$ cat src/sv/htfi_pkg.sv
package htfi_pkg;

  localparam int unsigned HT_SLOTS = 64;
  localparam int unsigned KEY_W    = 32;
  localparam int unsigned HANDLE_W = 64;
  localparam int unsigned SLOT_W   = 6;
  localparam int unsigned OCC_W    = 7;

  typedef enum logic [1:0] {
    ST_FOUND    = 2'd0,
    ST_INSERTED = 2'd1,
    ST_FULL     = 2'd2,
    ST_ZERO_KEY = 2'd3
  } status_e;

  typedef enum logic [1:0] {
    S_CLEAR,
    S_IDLE,
    S_MOD,
    S_PROBE
  } ctrl_state_e;

  typedef struct packed {
    logic [KEY_W-1:0]    key;
    logic [HANDLE_W-1:0] new_handle;
  } req_t;

  typedef struct packed {
    logic [HANDLE_W-1:0] handle;
    logic [SLOT_W-1:0]   slot;
    status_e             status;
    logic [OCC_W-1:0]    occupied;
  } res_t;

  typedef struct packed {
    logic    clear;
    logic    load;
    logic    mod_step;
    logic    issue;
    logic    finish;
    status_e fin_code;
  } cmd_t;

  typedef struct packed {
    logic in_key_zero;
    logic mod_needed;
    logic mod_last;
    logic hit;
    logic empty;
    logic last;
    logic issue_ok;
    logic clear_last;
  } sts_t;

endpackage

$ cat src/sv/htfi_ctrl.sv
module htfi_ctrl (
  input  logic                  clk_i,
  input  logic                  rst_ni,
  input  logic                  start_i,
  input  htfi_pkg::sts_t        sts_i,
  output htfi_pkg::cmd_t        cmd_o,
  output logic                  busy_o
);

  htfi_pkg::ctrl_state_e state_q, state_d;

  always_ff @(posedge clk_i or negedge rst_ni) begin
    if (!rst_ni) begin
      state_q <= htfi_pkg::S_CLEAR;
    end else begin
      state_q <= state_d;
    end
  end

  always_comb begin
    state_d = state_q;
    unique case (state_q)
      htfi_pkg::S_CLEAR: begin
        if (sts_i.clear_last) begin
          state_d = htfi_pkg::S_IDLE;
        end
      end
      htfi_pkg::S_IDLE: begin
        if (start_i && !sts_i.in_key_zero) begin
          state_d = sts_i.mod_needed ? htfi_pkg::S_MOD : htfi_pkg::S_PROBE;
        end
      end
      htfi_pkg::S_MOD: begin
        if (sts_i.mod_last) begin
          state_d = htfi_pkg::S_PROBE;
        end
      end
      htfi_pkg::S_PROBE: begin
        if (sts_i.hit || sts_i.empty || sts_i.last) begin
          state_d = htfi_pkg::S_IDLE;
        end
      end
      default: state_d = htfi_pkg::S_IDLE;
    endcase
  end

  always_comb begin
    cmd_o          = '0;
    cmd_o.fin_code = htfi_pkg::ST_FOUND;
    busy_o         = 1'b1;
    unique case (state_q)
      htfi_pkg::S_CLEAR: begin
        cmd_o.clear = 1'b1;
      end
      htfi_pkg::S_IDLE: begin
        busy_o     = 1'b0;
        cmd_o.load = start_i;
        if (start_i && sts_i.in_key_zero) begin
          cmd_o.finish   = 1'b1;
          cmd_o.fin_code = htfi_pkg::ST_ZERO_KEY;
        end
      end
      htfi_pkg::S_MOD: begin
        cmd_o.mod_step = 1'b1;
      end
      htfi_pkg::S_PROBE: begin
        // The compare stage works on the read issued in the previous cycle.
        priority if (sts_i.hit) begin
          cmd_o.finish   = 1'b1;
          cmd_o.fin_code = htfi_pkg::ST_FOUND;
        end else if (sts_i.empty) begin
          cmd_o.finish   = 1'b1;
          cmd_o.fin_code = htfi_pkg::ST_INSERTED;
        end else if (sts_i.last) begin
          cmd_o.finish   = 1'b1;
          cmd_o.fin_code = htfi_pkg::ST_FULL;
        end else begin
          cmd_o.issue = sts_i.issue_ok;
        end
      end
      default: begin
        busy_o = 1'b1;
      end
    endcase
  end

endmodule

$ cat config.mk
export PLATFORM = sky130hd
export DESIGN_NAME = htfi_ctrl
export DESIGN_NICKNAME = d
export VERILOG_FILES = /design/src/sv/htfi_pkg.sv /design/src/sv/htfi_ctrl.sv
export SDC_FILE = /design/constraint.sdc
export NUM_CORES = 1
export LEC_CHECK = 0
export BUFFER_PORTS_ARGS = -buffer_cell sky130_fd_sc_hd__buf_4
export CAP_MARGIN = 20
export CORE_AREA = 2 2 39 41
export CTS_CLUSTER_DIAMETER = 200
export DETAILED_ROUTE_END_ITERATION = 10
export DIE_AREA = 0 0 41 43
export GPL_ROUTABILITY_DRIVEN = 0
export PLACE_DENSITY_LB_ADDON = 0.25
export SLEW_MARGIN = 0
export SYNTH_ARGS = -nofsm -noshare
export SYNTH_HDL_FRONTEND = slang
export SYNTH_SLANG_ARGS = --single-unit
$ cat constraint.sdc
create_clock -name clk_i -period 2.15 [get_ports clk_i]
set_input_delay 0.1075 -clock clk_i [delete_from_list [all_inputs] [get_ports clk_i]]
set_output_delay 0.1075 -clock clk_i [all_outputs]
set_load 0.005 [all_outputs]
==> flow_metrics.tcl, run 1 <==
set metrics [dict create \
    cts_root_buf "clkbuf_4" \
    drive_above_1_share 0.412 \
    syn2layout_area_growth_pct 81.5 \
    ctsHtreeMaxLevel 1 \
    initialDrtViolationCount 4 \
    numClockSinks 2 \
    finalSetupViolations 0 \
    start_util 0.166 \
    rows 14 \
    powerDensity_nw_per_um2 1080 \
    synth_nets 44 \
    grt-ovfl-total 0 \
    fin_tns_setup_ns 0 \
    finalClockSkew_ns 0.00135 \
    cpMaxStageDelayCell "dfrtp_1" \
    fin_nets 68 \
    crit_end "state_q[0]" \
    r2r_end "state_q[0]" \
    worstSetupPathType "flop to flop" \
    crit_path_max_fanout 4 \
    drv_slew 0 \
    grt_max_degree 5 \
    peakVddDrop_uv 481 \
    die_w_um 41 \
    diodes 0 \
    drc 0 \
    cp_data_required_time_ns 2.25 \
    wirelength_um 563 \
    clkTransAtPathRegs_ns 0.03 \
    synth.distinct_cells 15 \
    fin_ws_ns 0.560 \
    grt_use_total 0.0743 \
    dp_hpwl_um 484 \
    holdCritPathClass "input port to asynchronous set/reset pin" \
    cts.path.max_buffers 2 \
    pre_cts_slack_ns 0.534 \
    slew_headroom 0.827 \
    worstMarginPinSlew_ns 0.259 \
    largest_register "state_q" \
    crit_buf_inv 1 \
    grt_pass1_vias 217 \
    use_met3 0.0524 \
    ctsResizeCount 0 \
    synth_cells 29 \
    antenna_found_initial 0 \
    worst-r2r-setup-slack_ns 0.56 \
    hold_viol 0 \
    cts_setup_buffers 0 \
    die_area_um2 1760 \
    period_minus_slack_ns 1.59 \
    clock_latency_ns 0.22 \
    cp.arrival_ns 1.69 \
    coreArea_um2 1380 \
    reg2regPathDepth 5 \
    cap_violations 0 \
    syn_area_per_cell_um2 7.94 \
    cp-end-kind "flop" \
    die_y_um 43 \
    r2r-start "state_q[0]" \
    yosys_warnings 0 \
    period_share 0.740 \
    startpoint_type "flop" \
    p_leak_uw 0.000234 \
    yosys_register_bits 2 \
    slowest_delay_ns 0.38 \
    worst-path-stages 5 \
    path_delay_family "compound AO/OA/AOI/OAI gates" \
    route.vias.total 269 \
    avgViaCountPerCell 4.01 \
    largest_register_ffs 2 \
    reg_top3 "state_q: 2 flops" \
    status "completed" \
    ant_nets 0 \
    post_drt_wl_per_cell_um 8.40 \
    fmax_ghz 0.629 \
    crit_start "state_q[0]" \
    rsz0062_at_grt "no" \
    cts_tree "built" \
    grtUsageMet1 0.0868 \
    grt_pass1_wl_um 862 \
    io_buffers 18 \
    pin_count 19 \
    first_pass_iters 4 \
    path_cells "inv_1 -> ha_1 -> a222oi_1 -> o21ai_1 -> mux2_1" \
    top_usage_layer "met2" \
    seq_area_frac_synth 0.217 \
    cts_buffers 3 \
    syn-cell-area_um2 230 \
    met2_usage 0.0969 \
]
placed cells by master (no fill, tap or decap):
master	count
and2_1	1
dlygate4sd3_1	1
a222oi_1	1
nor2_1	1
ha_1	4
o31ai_1	1
o21ai_1	1
o211ai_1	1
nand3_1	1
nand3b_1	1
nand2b_1	1
clkbuf_4	3
buf_4	18
mux2_1	2
dfrtp_1	2
nand2_1	5
inv_1	6
nor3b_1	1
report_power, final:
part | switching [uW] | internal [uW] | leakage (uW) | total, uW
registers | 19.1 | 59.2 | 0.0000225 | 78.3
logic | 125 | 164 | 0.000197 | 289
clock network | 20.6 | 61.5 | 0.0000138 | 82.1
how the worst min path moves through the flow:
stage                     cells past startpoint         end
after global placement                        1  state_q[0]
after detailed placement                      1  state_q[0]
after floorplan                               0  state_q[0]
after CTS                                     2  state_q[1]
final                                         2  state_q[1]
after global routing                          2  state_q[0]
cell type report:
class                      count  area [um2]
inverter                       6        22.5
fill                         153         966
sequential                     2        50.0
tap                           16        20.0
timing repair buffer          19         145
clock buffer                   3        22.5
multi-input combinational     21         158
cell families after synthesis:
family	share of synthesized area
and+or+nand+nor	0.239
buffers and inverters	0.0978
AOI/OAI and AO/OA	0.130
adders and majority gates	0.217
muxes	0.0978
DFF	0.217
routing by layer:
metal  part of all wire  up-vias  routed length, um
met1               0.40      117                225
li1                   -      142                  -
met4                  0        0                  0
met3              0.075        0                 42
met2               0.52       10                295
met5                  0        -                  0
per-stage QoR:
| stage | util | instance area (um2) | cells | hold WS (ns) | power [uW] |
|---|---|---|---|---|---|
| floorplan | - | 230 | 29 | -0.188 | 243 |
| global placement | 0.278 | 385 | 63 | -0.107 | 374 |
| detailed placement | 0.278 | 385 | 63 | -0.108 | 374 |
| CTS | 0.302 | 418 | 67 | 0.192 | 464 |
| global route | 0.302 | 418 | 67 | 0.193 | 507 |
| finish | 0.302 | 418 | 67 | 0.202 | 449 |
synth_stat cells:
master / instances / share of area
a222oi_1: 1 / 0.043
and2_1: 1 / 0.027
dfrtp_1: 2 / 0.22
ha_1: 4 / 0.22
inv_1: 6 / 0.098
mux2_1: 2 / 0.098
nand2_1: 5 / 0.082
nand2b_1: 1 / 0.027
nand3_1: 1 / 0.022
nand3b_1: 1 / 0.033
nor2_1: 1 / 0.016
nor3b_1: 1 / 0.033
o211ai_1: 1 / 0.033
o21ai_1: 1 / 0.022
o31ai_1: 1 / 0.033
timing repair:
| item | CTS | global route |
|---|---|---|
| hold endpoints to repair | 2 | 0 |
| hold buffers | 1 | 0 |
| endpoints found under the setup margin | 0 | 0 |
(Power assumes the default switching activity.)
==> run 2: changes to the inputs <==
==> constraint.sdc (replaced) <==
create_clock -name clk_i -period 1.39 [get_ports clk_i]
set_input_delay 0.0695 -clock clk_i [delete_from_list [all_inputs] [get_ports clk_i]]
set_output_delay 0.0695 -clock clk_i [all_outputs]
set_load 0.005 [all_outputs]
==> flow_metrics.tcl, run 2 (synthesis gave the netlist of run 1 again) <==
set metrics [dict create \
    status "finished, violations left" \
    violations "negative setup slack" \
    die_y_um 43 \
    cts_buffers 3 \
    startpoint_type "flop" \
    hold_viol 0 \
    holdCritPathClass "input port to asynchronous set/reset pin" \
    placed_area_um2 440 \
    ctsHtreeMaxLevel 1 \
    p_sw_uw 324 \
    drive_above_1_share 0.644 \
    fin_ws_ns -0.130 \
    cts.path.max_buffers 2 \
    grt_pass1_vias 276 \
    crit_buf_inv 1 \
    mostFrequentLayoutCells "25 x buf_4, 4 x inv_1, 3 x nand2_1, 3 x clkbuf_4" \
    grt-ovfl-total 0 \
    cts_tree "built" \
    diodes 0 \
    stdcell_count 75 \
    cp.arrival_ns 1.62 \
    coreArea_um2 1380 \
    fin_nets 76 \
    postLayoutCellArea_um2 512 \
    seqPwrFrac 0.129 \
    period_minus_slack_ns 1.52 \
    fmax_ghz 0.658 \
    reg_top3 "state_q: 2 flops" \
    cts_root_buf "clkbuf_4" \
    slew_headroom 0.821 \
    drv_slew 0 \
    r2r_end "state_q[0]" \
    fin_tns_setup_ns -0.562 \
    peakVddDrop_uv 633 \
    drc 0 \
    finalClockSkew_ns 0.00512 \
    worstMarginPinSlew_ns 0.268 \
    antenna_found_initial 0 \
    pin_count 19 \
    switching_share 0.353 \
    powerDensity_nw_per_um2 1790 \
    start_util 0.166 \
    clock_power_share 0.147 \
    rsz0062_at_grt "yes" \
    initialDrtViolationCount 8 \
    fillers 148 \
    grt_use_total 0.0932 \
    die_area_um2 1760 \
    worst-r2r-setup-slack_ns -0.13 \
    cp_data_required_time_ns 1.49 \
    wirelength_um 669 \
    p_int_uw 594 \
    grt_pass1_wl_um 1060 \
    clkTransAtPathRegs_ns 0.03 \
    cap_violations 0 \
    route.vias.total 303 \
    rows 14 \
    path_cells "inv_2 -> ha_2 -> a222oi_1 -> o21ai_1 -> mux2_1" \
    reg2regPathDepth 5 \
    largest_register_ffs 2 \
    path_delay_family "compound AO/OA/AOI/OAI gates" \
    post_drt_wl_per_cell_um 8.92 \
    io_buffers 18 \
    r2r-start "state_q[1]" \
    slowest_delay_ns 0.38 \
    worstSetupPathType "flop to flop" \
    ant_nets 0 \
    numClockSinks 2 \
    crit_path_max_fanout 3 \
    grt_max_degree 5 \
    p_leak_uw 0.000272 \
    largest_register "state_q" \
    dp.cells 70 \
    p_comb_frac 0.724 \
    die_w_um 41 \
    layout_commonest_cell "buf_4" \
    period_share 1.09 \
    avgViaCountPerCell 4.04 \
    cpMaxStageDelayCell "dfrtp_1" \
    clock_latency_ns 0.23 \
    finalSetupViolations 6 \
    cp-end-kind "flop" \
    syn2layout_area_growth_pct 122 \
    first_pass_iters 4 \
]
## run 2: layout make-up
class / count / area (um2) / share of cell area
clock buffers: 3 / 22.5 / 0.0440
inverters: 6 / 22.5 / 0.0440
multi-input cells: 21 / 188 / 0.367
flip-flops and latches: 2 / 50.0 / 0.0978
well taps: 16 / 20.0 / 0.0391
repair buffers: 27 / 209 / 0.408
## run 2: worst register-to-register path, cell delays in order, from the launching register on
cell	delay (ns)
dfrtp_1	0.38
inv_2	0.05
ha_2	0.17
a222oi_1	0.30
o21ai_1	0.16
mux2_1	0.34
## run 2: worst max-delay path by stage
stage               startpoint          to  slack, ns  cells past startpoint
floorplan           state_q[0]  state_q[0]      -0.08                      5
global placement    state_q[1]  state_q[0]      -0.11                      5
detailed placement  state_q[0]  state_q[0]      -0.14                      5
CTS                 state_q[1]  state_q[0]      -0.13                      5
global route        state_q[0]  state_q[0]      -0.22                      5
finish              state_q[1]  state_q[0]      -0.13                      5
## run 2: power by group through the flow
stage | clock [uW] | sequential (uW) | combinational (uW)
after floorplan | 0 | 116 | 263
after global placement | 0 | 116 | 586
after detailed placement | 0 | 114 | 592
after CTS | 145 | 119 | 607
after global routing | 144 | 124 | 739
final | 135 | 119 | 665
## run 2: metrics by stage
| step | setup WS, ns | util | total power, uW | hold slack, ns |
|---|---|---|---|---|
| 3_5_place_dp | -0.139 | 0.318 | 706 | -0.145 |
| 5_1_grt | -0.223 | 0.370 | 1010 | 0.153 |
| 3_3_place_gp | -0.113 | 0.318 | 702 | -0.144 |
| 4_1_cts | -0.132 | 0.349 | 871 | 0.146 |
| 6_report | -0.130 | 0.370 | 918 | 0.161 |
| 2_1_floorplan | -0.0812 | - | 378 | -0.226 |
## run 2: timing repair
action                                 CTS  global route
resized for setup                        5             5
buffers inserted                         0             1
endpoints found under the hold margin    2             0
pin swaps                                1             1
hold buffers                             1             0
setup endpoints to repair                6             7
## run 2: layer usage
layer / global-route usage / part of all wire / vias up
li1: - / - / 160
met1: 0.115 / 0.45 / 128
met2: 0.119 / 0.44 / 12
met3: 0.0209 / 0.063 / 3
met4: 0.100 / 0.046 / 0
met5: 0 / 0 / -
